<file path="config.mk">
export PLATFORM = sky130hd
export DESIGN_NAME = lru_key_value_cache
export DESIGN_NICKNAME = d
export VERILOG_FILES = /design/src/hdl/lkvc_pkg.sv /design/src/hdl/lkvc_cell.sv /design/src/hdl/lru_key_value_cache.sv
export SDC_FILE = /design/constraint.sdc
export NUM_CORES = 1
export LEC_CHECK = 0
export BUFFER_PORTS_ARGS = -buffer_cell sky130_fd_sc_hd__buf_2
export CAP_MARGIN = 30
export CORE_MARGIN = 3
export CORE_UTILIZATION = 35
export DETAILED_ROUTE_END_ITERATION = 8
export PLACE_DENSITY_LB_ADDON = 0.08
export SLEW_MARGIN = 10
export SYNTH_ARGS = -nofsm -noshare
export SYNTH_HDL_FRONTEND = slang
export SYNTH_SLANG_ARGS = --single-unit
</file>
<file path="constraint.sdc">
create_clock -name clk -period 6.36 [get_ports clk]
set_input_delay 0 -clock clk [delete_from_list [all_inputs] [get_ports clk]]
set_output_delay 0 -clock clk [all_outputs]
set_load 0.03 [all_outputs]
</file>
<file path="src/hdl/lkvc_pkg.sv">
package lkvc_pkg;

  localparam int ENTRIES = 16;
  localparam int KEY_W = 32;
  localparam int VAL_W = 32;
  localparam int CAP_W = 5;
  localparam int ADDR_W = 3;
  localparam int DATA_W = 32;

  localparam logic [CAP_W-1:0] CAP_RESET = CAP_W'(ENTRIES);

  localparam logic OP_GET = 1'b0;
  localparam logic OP_PUT = 1'b1;

  localparam logic REG_CAPACITY = 1'b0;

  typedef struct packed {
    logic                    opcode;
    logic signed [KEY_W-1:0] lookup_key;
    logic signed [VAL_W-1:0] store_value;
  } in_item_t;

  typedef struct packed {
    logic                    found;
    logic signed [VAL_W-1:0] read_value;
  } out_item_t;

  typedef struct packed {
    logic             vld;
    logic [KEY_W-1:0] key;
    logic [VAL_W-1:0] val;
  } cell_entry_t;

  typedef struct packed {
    logic             cmp;
    logic             upd_hit;
    logic             upd_ins;
    logic [KEY_W-1:0] key;
  } cell_ctl_t;

endpackage

</file>
<file path="src/hdl/lkvc_cell.sv">
module lkvc_cell (
  input  logic                  clk,
  input  logic                  rst_n,
  input  lkvc_pkg::cell_ctl_t   ctl,
  input  lkvc_pkg::cell_entry_t prev_ent,
  input  logic                  keep,
  input  logic                  tail_hit_in,
  output lkvc_pkg::cell_entry_t ent,
  output logic                  hit,
  output logic                  tail_hit_out
);
  import lkvc_pkg::*;

  logic             vld_r, vld_nxt;
  logic             hit_r, hit_nxt;
  logic [KEY_W-1:0] key_r, key_nxt;
  logic [VAL_W-1:0] val_r, val_nxt;

  assign tail_hit_out = hit_r | tail_hit_in;
  assign hit = hit_r;
  assign ent = '{vld: vld_r, key: key_r, val: val_r};

  always_comb begin
    vld_nxt = vld_r;
    hit_nxt = hit_r;
    key_nxt = key_r;
    val_nxt = val_r;
    if (ctl.cmp) begin
      hit_nxt = vld_r && (key_r == ctl.key);
    end
    if (ctl.upd_hit && tail_hit_out) begin
      vld_nxt = prev_ent.vld;
      key_nxt = prev_ent.key;
      val_nxt = prev_ent.val;
    end
    if (ctl.upd_ins) begin
      vld_nxt = prev_ent.vld & keep;
      key_nxt = prev_ent.key;
      val_nxt = prev_ent.val;
    end
  end

  always_ff @(posedge clk) begin
    if (!rst_n) begin
      vld_r <= 1'b0;
      hit_r <= 1'b0;
    end else begin
      vld_r <= vld_nxt;
      hit_r <= hit_nxt;
    end
  end

  always_ff @(posedge clk) begin
    key_r <= key_nxt;
    val_r <= val_nxt;
  end

endmodule

</file>
<file path="src/hdl/lru_key_value_cache.sv">
// A get result is registered when its update step commits, after the compare step.
// Each item takes a key compare in every cell, then a recency shift along the cell
// row; the next item is accepted no earlier than the commit of the last one.
// A waiting result that is not taken holds back the next get's update.
// Reset clears all valid marks and sets capacity to 16; there is no clearing pass.
module lru_key_value_cache (
  input  logic                          clk,
  input  logic                          rst_n,
  input  logic                          in_valid,
  output logic                          in_stall,
  input  lkvc_pkg::in_item_t            in_item,
  output logic                          out_valid,
  input  logic                          out_stall,
  output lkvc_pkg::out_item_t           out_item,
  input  logic                          psel,
  input  logic                          penable,
  input  logic                          pwrite,
  input  logic [lkvc_pkg::ADDR_W-1:0]   paddr,
  input  logic [lkvc_pkg::DATA_W-1:0]   pwdata,
  output logic [lkvc_pkg::DATA_W-1:0]   prdata,
  output logic                          pready
);
  import lkvc_pkg::*;

  typedef enum logic [1:0] {S_IDLE, S_CMP, S_UPD} state_t;

  state_t           state_r, state_nxt;
  logic             req_op_r, req_op_nxt;
  logic [KEY_W-1:0] req_key_r, req_key_nxt;
  logic [VAL_W-1:0] req_val_r, req_val_nxt;
  logic             out_valid_r, out_valid_nxt;
  out_item_t        out_item_r, out_item_nxt;
  logic [CAP_W-1:0] cap_r;
  logic [CAP_W-1:0] cap_eff;

  cell_entry_t      ent_vec [ENTRIES];
  cell_entry_t      head_ent;
  cell_ctl_t        ctl;
  logic [ENTRIES-1:0] hit_vec;
  logic [ENTRIES-1:0] vld_vec;
  logic [ENTRIES-1:0] keep_vec;
  logic [ENTRIES-1:0] tail_out;
  logic [ENTRIES-1:0] tail_in;
  logic [VAL_W-1:0] hit_val;
  logic             any_hit;
  logic             blocked;
  logic             commit;
  logic             accept;
  logic             cfg_wr;

  // Configuration port.
  assign pready = 1'b1;
  assign cfg_wr = psel && penable && pwrite;

  always_ff @(posedge clk) begin
    if (!rst_n) begin
      cap_r <= CAP_RESET;
    end else if (cfg_wr && (paddr[ADDR_W-1] == REG_CAPACITY)) begin
      cap_r <= pwdata[CAP_W-1:0];
    end
  end

  assign prdata = (paddr[ADDR_W-1] == REG_CAPACITY) ? DATA_W'(cap_r) : '0;

  always_comb begin
    if (cap_r == '0) begin
      cap_eff = CAP_W'(1);
    end else if (cap_r > CAP_W'(ENTRIES)) begin
      cap_eff = CAP_W'(ENTRIES);
    end else begin
      cap_eff = cap_r;
    end
  end

  // Cell row: cell 0 holds the most recent entry.
  genvar i;
  generate
    for (i = 0; i < ENTRIES; i++) begin : g_cell
      cell_entry_t prev;
      if (i == 0) begin : g_head
        assign prev = head_ent;
      end else begin : g_link
        assign prev = ent_vec[i-1];
      end
      if (i == ENTRIES - 1) begin : g_last
        assign tail_in[i] = 1'b0;
      end else begin : g_mid
        assign tail_in[i] = tail_out[i+1];
      end
      assign keep_vec[i] = (CAP_W'(i) < cap_eff);
      assign vld_vec[i] = ent_vec[i].vld;

      lkvc_cell u_cell (
        .clk          (clk),
        .rst_n        (rst_n),
        .ctl          (ctl),
        .prev_ent     (prev),
        .keep         (keep_vec[i]),
        .tail_hit_in  (tail_in[i]),
        .ent          (ent_vec[i]),
        .hit          (hit_vec[i]),
        .tail_hit_out (tail_out[i])
      );
    end
  endgenerate

  always_comb begin
    hit_val = '0;
    for (int k = 0; k < ENTRIES; k++) begin
      hit_val = hit_val | ({VAL_W{hit_vec[k]}} & ent_vec[k].val);
    end
  end

  assign any_hit = |hit_vec;
  assign blocked = (req_op_r == OP_GET) && out_valid_r && out_stall;
  assign commit  = (state_r == S_UPD) && !blocked;
  assign in_stall = !((state_r == S_IDLE) || commit);
  assign accept  = in_valid && !in_stall;

  assign head_ent = '{vld: 1'b1, key: req_key_r,
                      val: (req_op_r == OP_PUT) ? req_val_r : hit_val};

  assign ctl = '{cmp: (state_r == S_CMP),
                 upd_hit: commit && any_hit,
                 upd_ins: commit && (req_op_r == OP_PUT) && !any_hit,
                 key: req_key_r};

  always_comb begin
    state_nxt     = state_r;
    req_op_nxt    = req_op_r;
    req_key_nxt   = req_key_r;
    req_val_nxt   = req_val_r;
    out_valid_nxt = out_valid_r && out_stall;
    out_item_nxt  = out_item_r;
    case (state_r)
      S_IDLE: begin
        if (accept) begin
          state_nxt = S_CMP;
        end
      end
      S_CMP: begin
        state_nxt = S_UPD;
      end
      S_UPD: begin
        if (commit) begin
          state_nxt = accept ? S_CMP : S_IDLE;
          if (req_op_r == OP_GET) begin
            out_valid_nxt = 1'b1;
            out_item_nxt.found = any_hit;
            out_item_nxt.read_value = any_hit ? $signed(hit_val) : '0;
          end
        end
      end
      default: begin
        state_nxt = S_IDLE;
      end
    endcase
    if (accept) begin
      req_op_nxt  = in_item.opcode;
      req_key_nxt = $unsigned(in_item.lookup_key);
      req_val_nxt = $unsigned(in_item.store_value);
    end
  end

  always_ff @(posedge clk) begin
    if (!rst_n) begin
      state_r     <= S_IDLE;
      out_valid_r <= 1'b0;
    end else begin
      state_r     <= state_nxt;
      out_valid_r <= out_valid_nxt;
      req_op_r    <= req_op_nxt;
      req_key_r   <= req_key_nxt;
      req_val_r   <= req_val_nxt;
      out_item_r  <= out_item_nxt;
    end
  end

  assign out_valid = out_valid_r;
  assign out_item  = out_item_r;

  // Valid entries always form an unbroken run from the head of the row.
  a_vld_prefix: assert property (@(posedge clk) disable iff (!rst_n)
    (((vld_vec >> 1) & ~vld_vec) == '0))
    else $error("valid entries are not contiguous");

  // A key is held by at most one valid cell.
  a_hit_unique: assert property (@(posedge clk) disable iff (!rst_n)
    (state_r == S_UPD) |-> $onehot0(hit_vec))
    else $error("more than one cell matched the key");

  // A committed put leaves its key at the head of the row.
  a_put_head: assert property (@(posedge clk) disable iff (!rst_n)
    (commit && (req_op_r == OP_PUT)) |=> (ent_vec[0].vld && (ent_vec[0].key == $past(req_key_r))))
    else $error("put did not land in the head cell");

  // A result appears only from a committed get.
  a_out_src: assert property (@(posedge clk) disable iff (!rst_n)
    $rose(out_valid_r) |-> $past(commit && (req_op_r == OP_GET)))
    else $error("result without a committed get");

endmodule

</file>
* Yosys cells after proc, flatten, opt, wreduce, memory -nomap -nowiden *
Index checks and enable logic that the tools add are counted.

operators by class
  add/sub/neg operators = 0
  multipliers = 0
  divide/modulo/power cells = 0
  order comparisons = 17
  eq/ne operators = 20
  shifts and indexed selects = 0
  mux-type cells = 107
  bitwise gates (word level) = 63
  reduce and logical (&&, ||, !) cells = 69

operators with widths
  kind                                                       count
  two-way mux 32 bit                                         65
  bitwise AND 32 bit                                         16
  == test 32 bit                                             16
  bitwise OR 32 bit                                          15
  logical AND 1 bit                                          43
  less-than comparator 4 x 5 -> 1 bit, first input constant  8
  two-way mux 1 bit                                          36
  nonzero test 2 bit                                         16
  less-than comparator 3 x 5 -> 1 bit, first input constant  4
  OR reduction 16 bit                                        1
  bitwise AND 1 bit                                          15
  two-way mux 5 bit                                          3
  bitwise OR 1 bit                                           15
  less-than comparator 1 x 5 -> 1 bit, first input constant  2
  less-than comparator 2 x 5 -> 1 bit, first input constant  2
  one-hot mux 2 bit (3 select lines)                         1
  > comparator 5 bit, second input constant                  1
  logical NOT 5 bit                                          1
  two-way mux 2 bit                                          2
  inequality test 2 bit, second input constant               2
  AND reduction 2 bit                                        2
  AND reduction 4 bit                                        1
  logical NOT 1 bit                                          3
  == test 2 x 1 -> 1 bit, second input constant              1
  other kinds (4)                                            5

word-level totals
  register bits = 1162
  latch bits = 0
  memory bits (writable) = 0
  memory bits (read-only) = 0
  input port bits = 107
  output and inout port bits = 68
  memories = 0

* Longest topological paths before layout *
Gate-level depths: netlist of the first run.

  word-level depth = 19
  depth in mapped cells = 9
  mapped depth without buffers = 6

* Cells and area by module *
Synthesis of the first run repeated with hierarchy kept, for this count alone.

second synthesis, totals
  cells, all modules = 2555
  area, all modules = 45743.9 um^2

by module, submodules not included
  module               times used  cells an instance  area an instance (um^2)  seq. area each (um^2)
  lkvc_cell            16          123                2417.3                   1961.9
  lru_key_value_cache  1           587                7066.8                   3103.0

* Least setup slack after synthesis of the first run *
OpenSTA, ideal clock, no wires.

  path kind = register to register
  start = reg g_cell[8].u_cell.hit_r
  end = reg g_cell[14].u_cell.vld_r
  library setup time = 0.350 ns
  arrival = 6.280 ns
  required time = 6.010 ns
  path slack = -0.269 ns
  stages on the path, launching flop included = 8
  buffers on the path = 2
  clock period less this slack = 6.629 ns
  path through = dfxtp_1 clkbuf_1 nor4_2 and4_1 buf_4 a21oi_1 a21boi_0 mux2i_1

on the way
  word-level cells in the longest chain between the ends = 4
  elaborated cells on any way between the ends = 7

ends and longest elaborated chain
  element                                                         RTL line                                                RTL
  start: declaration                                              lkvc_cell.sv:15                                         logic hit_r, hit_nxt;
  start signal: assignment                                        lkvc_cell.sv:49                                         hit_r <= hit_nxt;
  OR reduction 16 bit (*)                                         lru_key_value_cache.sv:114                              assign any_hit = |hit_vec;
  logical NOT 1 bit / logical AND 1 bit (equally long branches)   lru_key_value_cache.sv:125, lru_key_value_cache.sv:124
  logical AND 1 bit, on equally long branches                     lru_key_value_cache.sv:125, lkvc_cell.sv:31
  two-way mux 1 bit / nonzero test 2 bit (equally long branches)  n/a
  end signal: assignment                                          lkvc_cell.sv:48                                         vld_r <= vld_nxt;
  end: declaration                                                lkvc_cell.sv:14                                         logic vld_r, vld_nxt;

Mark *: on every way between the ends. The rest lies on a longest branch, timed or not.
A chain may end at the register's enable or synchronous reset.

* Final worst setup path of the first run *
  start = reg g_cell[10].u_cell.hit_r
  end = reg g_cell[10].u_cell.key_r[15] (enable)

on the way
  word-level cells in the longest chain between the ends = 4
  elaborated cells on any way between the ends = 7

ends and longest elaborated chain
  element                                                        RTL line                                                RTL
  start: declaration                                             lkvc_cell.sv:15
  start signal: assignment                                       lkvc_cell.sv:49
  OR reduction 16 bit                                            lru_key_value_cache.sv:114
  logical NOT 1 bit / logical AND 1 bit (equally long branches)  lru_key_value_cache.sv:125, lru_key_value_cache.sv:124
  logical AND 1 bit, on equally long branches                    lru_key_value_cache.sv:125, lkvc_cell.sv:31
  nonzero test 2 bit (no line) (*)                               n/a
  end signal: assignment                                         lkvc_cell.sv:54                                         key_r <= key_nxt;
  end: declaration                                               lkvc_cell.sv:16                                         logic [KEY_W-1:0] key_r, key_nxt;

Marks and branches as above.

==> impl_metrics.tcl, run 1 <==
set metrics [dict create \
    ys_warn_count 0 \
    worstPathArrival_ns 4.19 \
    hold-path-cell-count 2 \
    remaining_drc_errors 0 \
    max-slew-margin-rel 0.390 \
    postSynthAreaPerCell_um2 17.8 \
    finalHoldViolations 0 \
    yosys-top-cells-area "sky130_fd_sc_hd__edfxtp_1 (75%), sky130_fd_sc_hd__xnor2_1 (5.6%), sky130_fd_sc_hd__xor2_1 (4.4%), sky130_fd_sc_hd__a221oi_1 (2.5%), sky130_fd_sc_hd__a22o_1 (2.5%)" \
    status "finished clean" \
    clock_path_buffers 3 \
    register_bit_total_from_synthesis 1162 \
    drt_first_pass_iters 5 \
    synthesis.area_mm2 0.0447 \
    period_needed_ns 3.81 \
    fillerInstances 11300 \
    maxSlewViolCount 0 \
    r2r_setup_slk_ns 2.55 \
    irDropWorstVdd_mv 0.215 \
    worstMarginPinSlew_ns 0.915 \
    nets 2948 \
    dr_total_vias 23800 \
    htree_levels 4 \
    timing.reg2reg.worst_path_depth 6 \
    min-delay-path-class "input port to register" \
    stdcell_area_mm2 0.0531 \
    crit_path_launch_type "register" \
    drv_cap 0 \
    synth_largest_type_area_fraction 0.753 \
    clock_sink_count 1162 \
    post_dp_cell_area_mm2 0.0475 \
    cts_tree "built" \
    detail-route-antenna-nets 0 \
    most-common-layout-cells "sky130_fd_sc_hd__edfxtp_1 (1122), sky130_fd_sc_hd__xnor2_1 (288), sky130_fd_sc_hd__xor2_1 (224)" \
    dpl_hpwl_mm 78.2 \
    power.leakage_nw 17.0 \
    areaGrowthSynthToFinish_pct 18.7 \
    finalWirelength_mm 123 \
    first_global_vias 25200 \
    timing.setup.tns_ns 0 \
    synth_async_sr_flop_share 0 \
    synth_top_area_cell "sky130_fd_sc_hd__edfxtp_1" \
    synth_cells 2515 \
    die_h_um 363 \
    unrepaired_setup_endpoints_after_global_routing "false" \
    synth_flop_cell "sky130_fd_sc_hd__edfxtp_1" \
    max_clock_freq_mhz 263 \
    synth_edf_count 1122 \
    pre_cts_slack_ns 2.55 \
    power.density_mw_per_mm2 302 \
    die-area_mm2 0.132 \
    final_setup_slack_of_the_worst_path_ns 2.55 \
    worst_clock_skew_ns 0.0201 \
    start_util 0.354 \
    timing_worst_setup_path_type "register to register" \
    grt_use_total 0.186 \
    seq_area_mm2 0.0345 \
    final_min_period_over_clock_period 0.598 \
    routed_wire_length_per_instance_um 26.8 \
    die_w_um 363 \
    cts_setup_buffers 0 \
    synth.lib_cells_used.distinct 50 \
    synth_seq_area_share 0.771 \
    via_per_inst 5.18 \
    placeableCoreArea_mm2 0.126 \
    gr-total-overflow 0 \
    portBuffers 117 \
    multiInputGateArea_mm2 0.00965 \
    setup_violations 0 \
    most_common_library_cell_in_the_layout_ignoring_fill_and_taps "sky130_fd_sc_hd__edfxtp_1" \
    clock-root-buffer "sky130_fd_sc_hd__clkbuf_16" \
    grt_start_max_net_pins 58 \
    layout-drive-gt1-share 0.154 \
    drt-initial-drc-count 2093 \
    worst_setup_path_end_kind "register" \
    numPlacedInstances 4212 \
    numCtsBuffers 132 \
    row_count 130 \
    ports 175 \
    final_cell_count_no_fill 4590 \
    path_clk_slew_ns 0.06 \
    grt_antenna_before_repair 0 \
    worst_skew_pair.late_latency_ns 0.72 \
    holdWs_ns 0.0426 \
    wire_length_of_the_first_global_routing_pass_mm 178 \
    critical_path_required_ns 6.75 \
    worstPathMaxFanout 44 \
    rd_place_congestion 0.806 \
]
[logic make-up (layout without fill, tap and decap cells)]
| kind of cell | after synthesis | after routing | share of synthesized area |
|---|---|---|---|
| muxes | 49 | 49 | 0.0119 |
| AOI/OAI and AO/OA | 317 | 317 | 0.0595 |
| and+or+nand+nor | 295 | 295 | 0.0390 |
| DFF | 1162 | 1162 | 0.771 |
| buffers and inverters | 178 | 576 | 0.0180 |
| other | 2 | 29 | 0.000168 |
| xor gates and xnor gates | 512 | 512 | 0.100 |
[cell usage after synthesis, types with 2 or more instances]
cell type and count:
sky130_fd_sc_hd__or4_1 4, sky130_fd_sc_hd__nor4_1 64, sky130_fd_sc_hd__nor4_2 2, sky130_fd_sc_hd__nor4_4 2
sky130_fd_sc_hd__xnor2_1 288, sky130_fd_sc_hd__buf_6 2, sky130_fd_sc_hd__a21o_1 2, sky130_fd_sc_hd__nand2_1 42
sky130_fd_sc_hd__o31a_1 4, sky130_fd_sc_hd__nand3_1 3, sky130_fd_sc_hd__dfxtp_1 40, sky130_fd_sc_hd__o21ai_0 20
sky130_fd_sc_hd__o31ai_1 2, sky130_fd_sc_hd__buf_4 31, sky130_fd_sc_hd__o21bai_1 3, sky130_fd_sc_hd__o21a_1 7
sky130_fd_sc_hd__buf_2 6, sky130_fd_sc_hd__nand4_1 128, sky130_fd_sc_hd__nor3_1 20, sky130_fd_sc_hd__a22o_1 128
sky130_fd_sc_hd__edfxtp_1 1122, sky130_fd_sc_hd__a21oi_1 4, sky130_fd_sc_hd__mux2_2 32, sky130_fd_sc_hd__nor2b_1 12
sky130_fd_sc_hd__o41a_1 2, sky130_fd_sc_hd__o211ai_1 3, sky130_fd_sc_hd__a211oi_1 2, sky130_fd_sc_hd__mux2i_1 17
sky130_fd_sc_hd__buf_1 22, sky130_fd_sc_hd__a21boi_0 2, sky130_fd_sc_hd__inv_1 2, sky130_fd_sc_hd__a31o_2 4
sky130_fd_sc_hd__and2_1 3, sky130_fd_sc_hd__a221oi_1 128, sky130_fd_sc_hd__conb_1 2, sky130_fd_sc_hd__nand4b_1 2
sky130_fd_sc_hd__clkbuf_1 114, sky130_fd_sc_hd__xor2_1 224, sky130_fd_sc_hd__nor2_1 9
[routing by layer]
| layer | track usage | wire (µm) |
|---|---|---|
| met4 | 0.0579 | 3250 |
| met5 | 0 | 0 |
| met3 | 0.0308 | 6900 |
| met1 | 0.256 | 54900 |
| met2 | 0.302 | 58100 |
[stage by stage]
stage               total power [W]  utilization
finish                       0.0161        0.421
global route                 0.0166        0.421
CTS                          0.0162        0.420
detailed placement          0.00886        0.376
global placement            0.00886        0.376
floorplan                   0.00873            -
[worst max-delay path, stage by stage, from the launching register on]
cell and delay, ns:
sky130_fd_sc_hd__dfxtp_2 0.71, sky130_fd_sc_hd__buf_4 0.50, sky130_fd_sc_hd__nor4_2 0.13, sky130_fd_sc_hd__and4_1 0.40
sky130_fd_sc_hd__a21oi_4 0.49, sky130_fd_sc_hd__o41a_2 0.82, sky130_fd_sc_hd__buf_12 0.35
[worst paths after layout]
path / start / end
worst min register to register: g_cell[7].u_cell.val_r[22] / g_cell[8].u_cell.val_r[22]
worst max register to register: g_cell[10].u_cell.hit / g_cell[10].u_cell.key_r[15]
worst max-delay path: g_cell[10].u_cell.hit / g_cell[10].u_cell.key_r[15]
worst min-delay path: in_item[57] / req_key_r[25]
[state kept, by name (all words and copies together), names as in the netlist]
register	count
cap_r	5
g_cell.u_cell.hit	16
g_cell.u_cell.key_r	512
g_cell.u_cell.val_r	512
g_cell.u_cell.vld_r	16
out_item	33
out_valid	1
req_key_r	32
req_op_r	1
req_val_r	32
state_r	2
[report_power, final]
part           internal, W  switching [W]  leakage, nW  total [W]
Sequential         0.00832      0.0000151         10.5    0.00833
Combinational     0.000177       0.000252         4.49   0.000429
Clock              0.00427        0.00302         2.01    0.00729
[layout make-up]
cell class | count | area share
Sequential cell | 1162 | 0.650
Antenna cell | 1 | 0.0000471
Inverter | 3 | 0.000236
Clock buffer | 167 | 0.0659
Tap cell | 1650 | 0.0389
Timing Repair Buffer | 341 | 0.0516
Multi-Input combinational cell | 1201 | 0.182
Clock inverter | 65 | 0.0116
[what timing repair did]
item | 4_1_cts | 5_1_grt
gates resized for setup | 0 | 0
endpoints found under the hold margin | 94 | 0
hold buffers | 143 | 0
Power figures use the tool's default switching activity.
==> inputs of run 2 (changes only) <==
clock period = 3.8 ns   (was 6.36 ns; I/O delays follow)
==> run 2 against run 1 <==
- clock power is 66% higher
- flip-flop and latch count unchanged
- combinational power up 65%
- final area is 0.83% higher
- worst setup slack got worse by 1.8 ns
- utilization up 0.35 points
- critical path depth decreased by 1
- non-clock buffer count up 36
- worst hold slack worse by 0.0055 ns
- sequential power rose by 68%
==> impl_metrics.tcl, run 2 (synthesized netlist as in run 1, its figures left out) <==
set metrics [dict create \
    areaGrowthSynthToFinish_pct 19.7 \
    power.density_mw_per_mm2 501 \
    layout-drive-gt1-share 0.164 \
    r2r_start "g_cell[9].u_cell.hit" \
    timing.rr.end "g_cell[6].u_cell.key_r[16]" \
    finalWirelength_mm 127 \
    path_clk_slew_ns 0.06 \
    start_util 0.354 \
    most_common_library_cell_in_the_layout_ignoring_fill_and_taps "sky130_fd_sc_hd__edfxtp_1" \
    routed_wire_length_per_instance_um 27.6 \
    die-area_mm2 0.132 \
    hold-path-cell-count 2 \
    ports 175 \
    worst_skew_pair.late_latency_ns 0.72 \
    die_w_um 363 \
    timing_worst_setup_path_type "register to register" \
    remaining_drc_errors 0 \
    drv_cap 0 \
    dr_total_vias 24100 \
    cts_setup_buffers 0 \
    final_setup_slack_of_the_worst_path_ns 0.764 \
    wire_length_of_the_first_global_routing_pass_mm 182 \
    grt_antenna_before_repair 1 \
    dpl_hpwl_mm 83.5 \
    placeableCoreArea_mm2 0.126 \
    clock_sink_count 1162 \
    grt_use_total 0.193 \
    htree_levels 4 \
    setup_violations 0 \
    status "finished clean" \
    worstPathArrival_ns 3.44 \
    max_clock_freq_mhz 329 \
    post_dp_cell_area_mm2 0.0480 \
    portBuffers 117 \
    crit_path_launch_type "register" \
    cts_tree "built" \
    clock_path_buffers 3 \
    die_h_um 363 \
    min-delay-path-class "input port to register" \
    critical_path_required_ns 4.20 \
    maxSlewViolCount 0 \
    via_per_inst 5.22 \
    total_power_w 0.0268 \
    power.leakage_nw 17.2 \
    numCtsBuffers 132 \
    finalHoldViolations 0 \
    irDropWorstVdd_mv 0.381 \
    clock-root-buffer "sky130_fd_sc_hd__clkbuf_16" \
    worstPathMaxFanout 30 \
    rd_place_congestion 0.816 \
    worst_clock_skew_ns 0.0256 \
    max-slew-margin-rel 0.342 \
    grt_start_max_net_pins 66 \
    final_min_period_over_clock_period 0.799 \
    hold_end "req_val_r[29]" \
    period_needed_ns 3.04 \
    gr-total-overflow 0 \
    unrepaired_setup_endpoints_after_global_routing "false" \
    row_count 130 \
    most-common-layout-cells "sky130_fd_sc_hd__edfxtp_1 (1122), sky130_fd_sc_hd__xnor2_1 (288), sky130_fd_sc_hd__xor2_1 (224)" \
    detail-route-antenna-nets 0 \
    drt-initial-drc-count 2309 \
    first_global_vias 25200 \
    r2r_setup_slk_ns 0.76 \
    pre_cts_slack_ns 0.743 \
    nets 2984 \
    n_antenna_cell 0 \
    stdcell_area_mm2 0.0535 \
    worst_setup_path_end_kind "register" \
    worstMarginPinSlew_ns 0.987 \
    timing.reg2reg.worst_path_depth 5 \
    drt_first_pass_iters 5 \
    startpoint_of_the_worst_hold_path "in_item[29]" \
]
==> run 2: cell count changes in the layout (fill, tap and decap cells not counted), sizes merged <==
cell,previous run,this run
buf,198,232
bufinv,9,6
clkbuf,167,171
clkinv,46,48
clkinvlp,2,1
diode,1,0
inv,11,10
==> run 2: how the worst max path moves through the flow <==
| stage | from | to | slack, ns |
|---|---|---|---|
| after floorplan | g_cell[8].u_cell.hit | g_cell[15].u_cell.vld_r | -0.42 |
| after global placement | state_r[0] | g_cell[15].u_cell.hit | 0.74 |
| after detailed placement | g_cell[9].u_cell.hit | g_cell[6].u_cell.key_r[6] | 0.74 |
| after CTS | g_cell[9].u_cell.hit | g_cell[6].u_cell.key_r[19] | 0.73 |
| after global routing | g_cell[9].u_cell.hit | g_cell[6].u_cell.key_r[19] | 0.69 |
| final | g_cell[9].u_cell.hit | g_cell[6].u_cell.key_r[16] | 0.76 |
==> run 2: per-stage QoR <==
stage,TNS (ns),utilization,hold slack [ns],instances
2_1_floorplan,-23.52,-,0.0989,2541
3_3_place_gp,0,0.380,0.176,4244
3_5_place_dp,0,0.380,0.178,4248
4_1_cts,0,0.424,0.00433,4622
5_1_grt,0,0.424,0.0227,4624
6_report,0,0.424,0.0371,4624
==> run 2: final cells by class <==
| type | count | area [µm²] |
|---|---|---|
| Multi-Input combinational cell | 1201 | 9680 |
| Clock inverter | 62 | 499 |
| Inverter | 3 | 12.5 |
| Timing Repair Buffer | 377 | 3170 |
| Fill cell | 11300 | 72700 |
| Tap cell | 1650 | 2060 |
| Sequential cell | 1162 | 34500 |
| Clock buffer | 169 | 3600 |
==> run 2: worst max-delay path, cell delays in order (launching register included) <==
cell                      delay (ns)
sky130_fd_sc_hd__dfxtp_2        0.75
sky130_fd_sc_hd__nor4_2         0.14
sky130_fd_sc_hd__and4_1         0.37
sky130_fd_sc_hd__a21oi_4        0.50
sky130_fd_sc_hd__and2_4         0.61
sky130_fd_sc_hd__buf_4          0.35
==> run 2: what timing repair did <==
action	CTS	global route
endpoints found under the hold margin	94	0
hold buffers	143	0
gates resized for setup	0	0
==> run 2: report_power, final <==
| group | internal, W | switching (W) | leakage [nW] | total (W) |
|---|---|---|---|---|
| registers | 0.0139 | 0.0000786 | 10.5 | 0.0140 |
| clock network | 0.00709 | 0.00504 | 2.01 | 0.0121 |
| logic | 0.000320 | 0.000388 | 4.69 | 0.000708 |
| total | 0.0213 | 0.00551 | 17.2 | 0.0268 |
==> run 2: routing by layer <==
| metal | vias to the layer above | routed length (µm) | GRT usage |
|---|---|---|---|
| met1 | 12200 | 55800 | 0.265 |
| met5 | - | 0 | 0 |
| li1 | 10600 | - | - |
| met2 | 1077 | 57500 | 0.298 |
| met4 | 0 | 5110 | 0.0787 |
| met3 | 241 | 9040 | 0.0413 |
